==> config.mk <==
export PLATFORM = sky130hd
export DESIGN_NAME = soundex_word_encoder
export DESIGN_NICKNAME = d
export VERILOG_FILES = /design/src/rtl/sdx_pkg.sv /design/src/rtl/sdx_char_decode.sv /design/src/rtl/soundex_word_encoder.sv
export VERILOG_INCLUDE_DIRS = /design/src /design/src/rtl
export SDC_FILE = /design/constraint.sdc
export NUM_CORES = 1
export LEC_CHECK = 0
export ABC_CLOCK_PERIOD_IN_PS = 2700
export BUFFER_PORTS_ARGS = -buffer_cell sky130_fd_sc_hd__buf_4
export CAP_MARGIN = 10
export CORE_ASPECT_RATIO = 0.9
export CORE_UTILIZATION = 57
export CTS_CLUSTER_DIAMETER = 60
export DETAILED_ROUTE_END_ITERATION = 8
export GPL_ROUTABILITY_DRIVEN = 0
export HOLD_SLACK_MARGIN = 0.03
export MAX_ROUTING_LAYER = met4
export PLACE_DENSITY = 0.79
export SLEW_MARGIN = 25
export SYNTH_ARGS = -nofsm -noshare
export SYNTH_HDL_FRONTEND = slang
export SYNTH_SLANG_ARGS = --single-unit
==> constraint.sdc <==
create_clock -name clock -period 2.7 [get_ports clock]
set_input_delay 0.135 -clock clock [delete_from_list [all_inputs] [get_ports clock]]
set_output_delay 0.135 -clock clock [all_outputs]
set_load 0.1 [all_outputs]
==> src/rtl/soundex_word_encoder_macros.svh <==
// Assertion macros shared by the soundex encoder RTL.
// The clocked form is disabled during reset; the raw form also checks reset behavior.
`ifndef SOUNDEX_WORD_ENCODER_MACROS_SVH
`define SOUNDEX_WORD_ENCODER_MACROS_SVH

`ifndef SYNTHESIS
`define SDX_ASSERT(label, prop, msg) \
   label: assert property (@(posedge clock) disable iff (reset) prop) else $error(msg);
`define SDX_ASSERT_RAW(label, prop, msg) \
   label: assert property (@(posedge clock) prop) else $error(msg);
`else
`define SDX_ASSERT(label, prop, msg)
`define SDX_ASSERT_RAW(label, prop, msg)
`endif

`endif

==> src/rtl/sdx_pkg.sv <==
`default_nettype none

package sdx_pkg;

   localparam int NumDigits = 3;

   localparam logic [7:0] CharUpperA = 8'h41;
   localparam logic [7:0] CharUpperZ = 8'h5A;
   localparam logic [7:0] CharLowerA = 8'h61;
   localparam logic [7:0] CharLowerZ = 8'h7A;
   localparam logic [7:0] CaseBit    = 8'h20;

   typedef logic [2:0] digit_type;

   localparam digit_type DigitNone = 3'd0;
   localparam digit_type DigitLabial = 3'd1;
   localparam digit_type DigitSibilant = 3'd2;
   localparam digit_type DigitDental = 3'd3;
   localparam digit_type DigitLateral = 3'd4;
   localparam digit_type DigitNasal = 3'd5;
   localparam digit_type DigitRhotic = 3'd6;

   typedef struct packed {
      logic [7:0] in_char;
      logic       end_of_string;
   } req_type;

   typedef struct packed {
      logic [6:0] code_letter;
      digit_type  digit_one;
      digit_type  digit_two;
      digit_type  digit_three;
      logic       has_code;
      logic       last_of_string;
   } rsp_type;

   // One request after classification, as held in the input register.
   typedef struct packed {
      logic       is_letter;
      logic [6:0] letter;
      digit_type  digit;
      logic       end_of_string;
   } char_type;

   // Soundex digit of an upper-case letter.
   function automatic digit_type letter_digit(input logic [7:0] upper);
      digit_type d;
      d = DigitNone;
      case (upper) inside
         "B", "F", "P", "V": d = DigitLabial;
         "C", "G", "J", "K", "Q", "S", "X", "Z": d = DigitSibilant;
         "D", "T": d = DigitDental;
         "L": d = DigitLateral;
         "M", "N": d = DigitNasal;
         "R": d = DigitRhotic;
         default: d = DigitNone;
      endcase
      return d;
   endfunction

endpackage

`default_nettype wire

==> src/rtl/sdx_char_decode.sv <==
`default_nettype none

module sdx_char_decode (
   input  wire sdx_pkg::req_type  req,
   output sdx_pkg::char_type      dec
);

   logic       is_upper;
   logic       is_lower;
   logic [7:0] upper;

   assign is_upper = (req.in_char >= sdx_pkg::CharUpperA) && (req.in_char <= sdx_pkg::CharUpperZ);
   assign is_lower = (req.in_char >= sdx_pkg::CharLowerA) && (req.in_char <= sdx_pkg::CharLowerZ);
   assign upper    = req.in_char & ~sdx_pkg::CaseBit;

   always_comb begin
      dec.is_letter     = is_upper || is_lower;
      dec.letter        = upper[6:0];
      dec.digit         = dec.is_letter ? sdx_pkg::letter_digit(upper) : sdx_pkg::DigitNone;
      dec.end_of_string = req.end_of_string;
   end

endmodule

`default_nettype wire

==> src/rtl/soundex_word_encoder.sv <==
// Soundex word encoder: takes one byte of a string per cycle unless stalled and returns
// one code per run of ASCII letters (upper-case first letter and three digits, zero
// padded), plus a result at every end-of-string byte (a bare end marker with has_code
// low when no word is open). A request is classified into the input register, then the
// word-state update fills the result register, so the block sustains one byte per clock
// while the result side does not stall. The rate is set by the single word-state register
// update, which carries the open word from one byte to the next.
`default_nettype none
`include "soundex_word_encoder_macros.svh"

module soundex_word_encoder (
   input  wire                    clock,
   input  wire                    reset,
   input  wire                    req_valid,
   output logic                   req_ready,
   input  wire sdx_pkg::req_type  req_data,
   output logic                   rsp_valid,
   input  wire                    rsp_ready,
   output sdx_pkg::rsp_type       rsp_data
);

   sdx_pkg::char_type  dec;
   sdx_pkg::char_type  char_ff;
   logic               in_valid_ff;
   logic               in_valid_in;
   logic               advance;

   logic               word_active_ff, word_active_in;
   logic [6:0]         first_letter_ff, first_letter_in;
   sdx_pkg::digit_type last_code_ff, last_code_in;
   logic [1:0]         digit_count_ff, digit_count_in;
   sdx_pkg::digit_type digit_ff [sdx_pkg::NumDigits];
   sdx_pkg::digit_type digit_in [sdx_pkg::NumDigits];

   logic               emit;
   sdx_pkg::rsp_type   rsp_in;
   sdx_pkg::rsp_type   rsp_data_ff;
   logic               rsp_valid_ff;
   logic               rsp_valid_in;

   sdx_char_decode u_decode (
      .req (req_data),
      .dec (dec)
   );

   assign advance   = in_valid_ff && (!rsp_valid_ff || rsp_ready);
   assign req_ready = !in_valid_ff || advance;

   always_comb begin
      in_valid_in = in_valid_ff;
      if (req_valid && req_ready) begin
         in_valid_in = 1'b1;
      end else if (advance) begin
         in_valid_in = 1'b0;
      end
   end

   // Word-state update for the byte held in the input register.
   always_comb begin
      word_active_in  = word_active_ff;
      first_letter_in = first_letter_ff;
      last_code_in    = last_code_ff;
      digit_count_in  = digit_count_ff;
      digit_in        = digit_ff;

      if (char_ff.is_letter) begin
         if (!word_active_ff) begin
            word_active_in  = 1'b1;
            first_letter_in = char_ff.letter;
            last_code_in    = char_ff.digit;
            digit_count_in  = 2'd0;
            digit_in        = '{default: sdx_pkg::DigitNone};
         end else if (char_ff.digit != sdx_pkg::DigitNone && char_ff.digit != last_code_ff
                      && digit_count_ff < 2'(sdx_pkg::NumDigits)) begin
            digit_in[digit_count_ff] = char_ff.digit;
            digit_count_in           = digit_count_ff + 2'd1;
            last_code_in             = char_ff.digit;
         end
      end

      emit = char_ff.end_of_string || (!char_ff.is_letter && word_active_ff);

      rsp_in.has_code       = word_active_in;
      rsp_in.code_letter    = word_active_in ? first_letter_in : 7'd0;
      rsp_in.digit_one      = word_active_in ? digit_in[0] : sdx_pkg::DigitNone;
      rsp_in.digit_two      = word_active_in ? digit_in[1] : sdx_pkg::DigitNone;
      rsp_in.digit_three    = word_active_in ? digit_in[2] : sdx_pkg::DigitNone;
      rsp_in.last_of_string = char_ff.end_of_string;

      // A finished word leaves the state clear for the next one.
      if (emit) begin
         word_active_in  = 1'b0;
         first_letter_in = 7'd0;
         last_code_in    = sdx_pkg::DigitNone;
         digit_count_in  = 2'd0;
         digit_in        = '{default: sdx_pkg::DigitNone};
      end
   end

   always_comb begin
      rsp_valid_in = rsp_valid_ff;
      if (advance && emit) begin
         rsp_valid_in = 1'b1;
      end else if (rsp_ready) begin
         rsp_valid_in = 1'b0;
      end
   end

   always_ff @(posedge clock) begin
      if (reset) begin
         in_valid_ff     <= 1'b0;
         rsp_valid_ff    <= 1'b0;
         word_active_ff  <= 1'b0;
         first_letter_ff <= 7'd0;
         last_code_ff    <= sdx_pkg::DigitNone;
         digit_count_ff  <= 2'd0;
         digit_ff        <= '{default: sdx_pkg::DigitNone};
      end else begin
         in_valid_ff  <= in_valid_in;
         rsp_valid_ff <= rsp_valid_in;
         if (advance) begin
            word_active_ff  <= word_active_in;
            first_letter_ff <= first_letter_in;
            last_code_ff    <= last_code_in;
            digit_count_ff  <= digit_count_in;
            digit_ff        <= digit_in;
         end
      end
   end

   always_ff @(posedge clock) begin
      if (req_valid && req_ready) begin
         char_ff <= dec;
      end
      if (advance && emit) begin
         rsp_data_ff <= rsp_in;
      end
   end

   assign rsp_valid = rsp_valid_ff;
   assign rsp_data  = rsp_data_ff;

   `SDX_ASSERT_RAW(a_reset_empties, reset |=> !in_valid_ff && !rsp_valid_ff && !word_active_ff, "reset left a request or word in flight")
   `SDX_ASSERT(a_count_needs_word, digit_count_ff != 2'd0 |-> word_active_ff, "digits stored with no open word")
   `SDX_ASSERT(a_eos_closes_word, advance && char_ff.end_of_string |=> !word_active_ff, "word still open after end of string")
   `SDX_ASSERT(a_digits_in_order, digit_count_ff < 2'd2 |-> digit_ff[1] == sdx_pkg::DigitNone && digit_ff[2] == sdx_pkg::DigitNone, "digit stored beyond the count")
   `SDX_ASSERT(a_code_has_letter, rsp_valid_ff && rsp_data_ff.has_code |-> rsp_data_ff.code_letter != 7'd0, "word code without a first letter")

endmodule

`default_nettype wire

==> flow_metrics.tcl <==
set metrics [dict create \
    status "finished, final reports clean" \
    setup_viol 0 \
    dr.pass1.iters 4 \
    cap_violations 0 \
    synth.avg_cell_area_um2 9.982 \
    placementRows 23 \
    synth_top_area_share_pct 32.55 \
    leakagePower_nw 1.063 \
    hold_start "req_data[1]" \
    final_core_util_pct 67.56 \
    timing.final.crit_share_pct 80.54 \
    cts_buffer_depth 2 \
    pwr-share-clk_pct 29.9 \
    finalSetupTns_ps 0 \
    p_comb_share_pct 13.0 \
    critPathRequiredTime_ps 2920 \
    reg2regPathDepth 4 \
    crit_family "compound AO/OA/AOI/OAI gates" \
    startpoint_type "flop" \
    reg2reg_from "char_ff[2]" \
    vdd_drop_max_v 0.0002820 \
    worst_pin_slew_ps 870.7 \
    clk_latency_ps 320 \
    synth_cells 268 \
    fin_skew_ps 9.477 \
    criticalPathCategory "flop to flop" \
    hp-class "input pin to flop" \
    synth_top_cell_by_area "edfxtp_1" \
    ys_warn_count 0 \
    p_switching_mw 0.4494 \
    drt_iter0_markers 332 \
    synth_common_cells "edfxtp_1 (29), dfxtp_1 (24), nand4_1 (19), a21oi_1 (18), inv_1 (18)" \
    hold_depth 1 \
    fin_ws_ps 525.4 \
    synthFlopType "edfxtp_1" \
    yosysSeqAreaShare_pct 50.51 \
    initial_core_util_pct 59.59 \
    ys_ff_latch 53 \
    holdPathEnd "char_ff[4]" \
    slew_violations 0 \
    synth_most_common_cell "edfxtp_1" \
    synth_nets 285 \
    die_y_um 66.99 \
    grt_max_degree 23 \
    rsz0062_at_grt "false" \
    via_per_inst 6.099 \
    async_flop_share_pct 0 \
    critPathMaxFanout 19 \
    grt_pass1_vias 1872 \
    dp_slack_ps 564.6 \
    rrSetupSlack_ps 530 \
    grt_pass1_wl_um 8873 \
    crit_buf_inv 0 \
    hpwl_um 3786 \
    core-area_um2 4489 \
    crit_slowest_cell "a311o_1" \
    postRouteAntennaNets 0 \
    cts_tree "done" \
    cts_max_level 2 \
    period_minus_slack_ps 2175 \
    wire_per_inst_um 15.61 \
    max_slew_margin_pct 41.52 \
    die_w_um 74.21 \
    wl_um 5541 \
    hold_viol_final 0 \
    ys_types 47 \
    clk_pin_slew_ps 110 \
    vias 2165 \
    grt_usage_pct 24.52 \
    cellPowerDensity_nw_per_um2 516.7 \
    io_pins 33 \
    cts_buffers 5 \
    pwr-share-seq_pct 57.1 \
    final_layout_size_suffix_gt1_share_pct 16.72 \
    intPower_mw 1.118 \
    switching_share_pct 28.68 \
    synth.cell_area_um2 2675 \
    max_stage_delay_ps 720 \
    netlist_top_cells_area "edfxtp_1 (33%), dfxtp_1 (18%), nand4_1 (4.4%), a21oi_1 (3.4%), a22o_1 (2.6%)" \
    cts_num_sinks 53 \
    cts-root-buf "clkbuf_8" \
    timing.fmax_mhz 459.8 \
    drc_errors 0 \
    antenna_found_initial 0 \
    dieArea_um2 4971 \
    path_cells "nor3_1, a311o_1, nor4b_1, o31a_1" \
    area_growth_pct 13.38 \
    synth_edf_count 29 \
    grt-ovfl-total 0 \
    port_buffers 31 \
    final_nets 309 \
    worst_setup_path_end_kind "flop" \
    n_antenna_cell 0 \
    cp.arrival_ps 2390 \
    reg2reg_to "digit_count_ff[1]" \
]
-- routing by layer --
| layer | GRT usage, % | vias up | wire (um) | part of all wire (%) |
|---|---|---|---|---|
| met3 | 4.387 | 12 | 327 | 5.9 |
| met1 | 33.94 | 1022 | 2549 | 46 |
| met4 | 8.962 | 0 | 97 | 1.8 |
| li1 | - | 1049 | - | - |
| met2 | 36.02 | 82 | 2566 | 46 |
| met5 | - | - | 0 | 0 |
-- registers in the layout, indices dropped and copies added, names as in the netlist --
register	cells
first_letter_ff	7
digit_count_ff	2
last_code_ff	3
rsp_valid	1
char_ff	11
in_valid_ff	1
rsp_data	18
word_active_ff	1
digit_ff	9
-- stage by stage --
stage | cell area, um^2 | power (mW) | hold WS (ps) | cells
after floorplan | 2676 | 1.063 | 233.9 | 268
after global placement | 2908 | 1.109 | 319.4 | 344
after detailed placement | 2908 | 1.111 | 317.8 | 344
after CTS | 3033 | 1.570 | 58.15 | 355
after global routing | 3033 | 1.617 | 62.57 | 355
final | 3033 | 1.567 | 63.16 | 355
-- worst max path at each step --
stage                    start                end  slack, ps  cells after the start
floorplan            rsp_valid         char_ff[0]        220                      3
global placement    char_ff[1]    last_code_ff[2]        590                      4
detailed placement  char_ff[1]  digit_count_ff[1]        560                      4
CTS                 char_ff[1]  digit_count_ff[1]        550                      4
global route        char_ff[1]  digit_count_ff[1]        370                      4
finish              char_ff[2]  digit_count_ff[1]        530                      4
-- repair_timing --
item,4_1_cts,5_1_grt
hold buffers,3,0
gates resized for setup,0,0
setup buffers,0,0
hold endpoints to repair,3,0
-- cell families (layout without fill, tap and decap cells) --
group	after synthesis	count (layout)	share of synthesized area, %
and+or+nand+nor	90	90	18.48
AOI/OAI and AO/OA	78	78	21.09
DFF	53	53	50.51
buffers and inverters	39	64	6.454
adders and majority gates	4	4	1.871
xor gates and xnor gates	4	4	1.591
-- layout make-up --
| cell class | count | area, um^2 |
|---|---|---|
| inverters | 19 | 71.32 |
| clock inverters | 3 | 26.28 |
| multi-input cells | 176 | 1151 |
| flip-flops and latches | 53 | 1353 |
| repair buffers | 37 | 285.3 |
| well taps | 62 | 77.57 |
| fillers | 381 | 1456 |
| clock buffers | 5 | 68.82 |
-- power groups by stage --
stage / sequential (mW) / combinational, mW / clock [mW]
detailed placement: 0.912 / 0.199 / 0
floorplan: 0.955 / 0.108 / 0
global placement: 0.912 / 0.197 / 0
global route: 0.898 / 0.218 / 0.501
finish: 0.895 / 0.204 / 0.469
CTS: 0.894 / 0.202 / 0.474
-- cells in the final DEF (no fill, tap or decap), types with 3 or more instances in the layout --
cell,netlist,final
a21oi_1,18,18
a22o_1,8,8
a22oi_1,6,6
a31oi_1,3,3
and3_1,4,4
buf_4,2,34
clkbuf_8,0,5
dfxtp_1,24,23
dlygate4sd3_1,0,3
edfxtp_1,29,29
ha_1,4,4
inv_1,18,18
nand2_1,17,17
nand2b_1,6,6
nand3_1,12,12
nand4_1,19,19
nor2_1,14,14
nor2b_1,5,5
nor3_1,3,3
o2111ai_1,7,7
o21ai_0,13,13
o31ai_1,9,9
(Power assumes the default switching activity.)
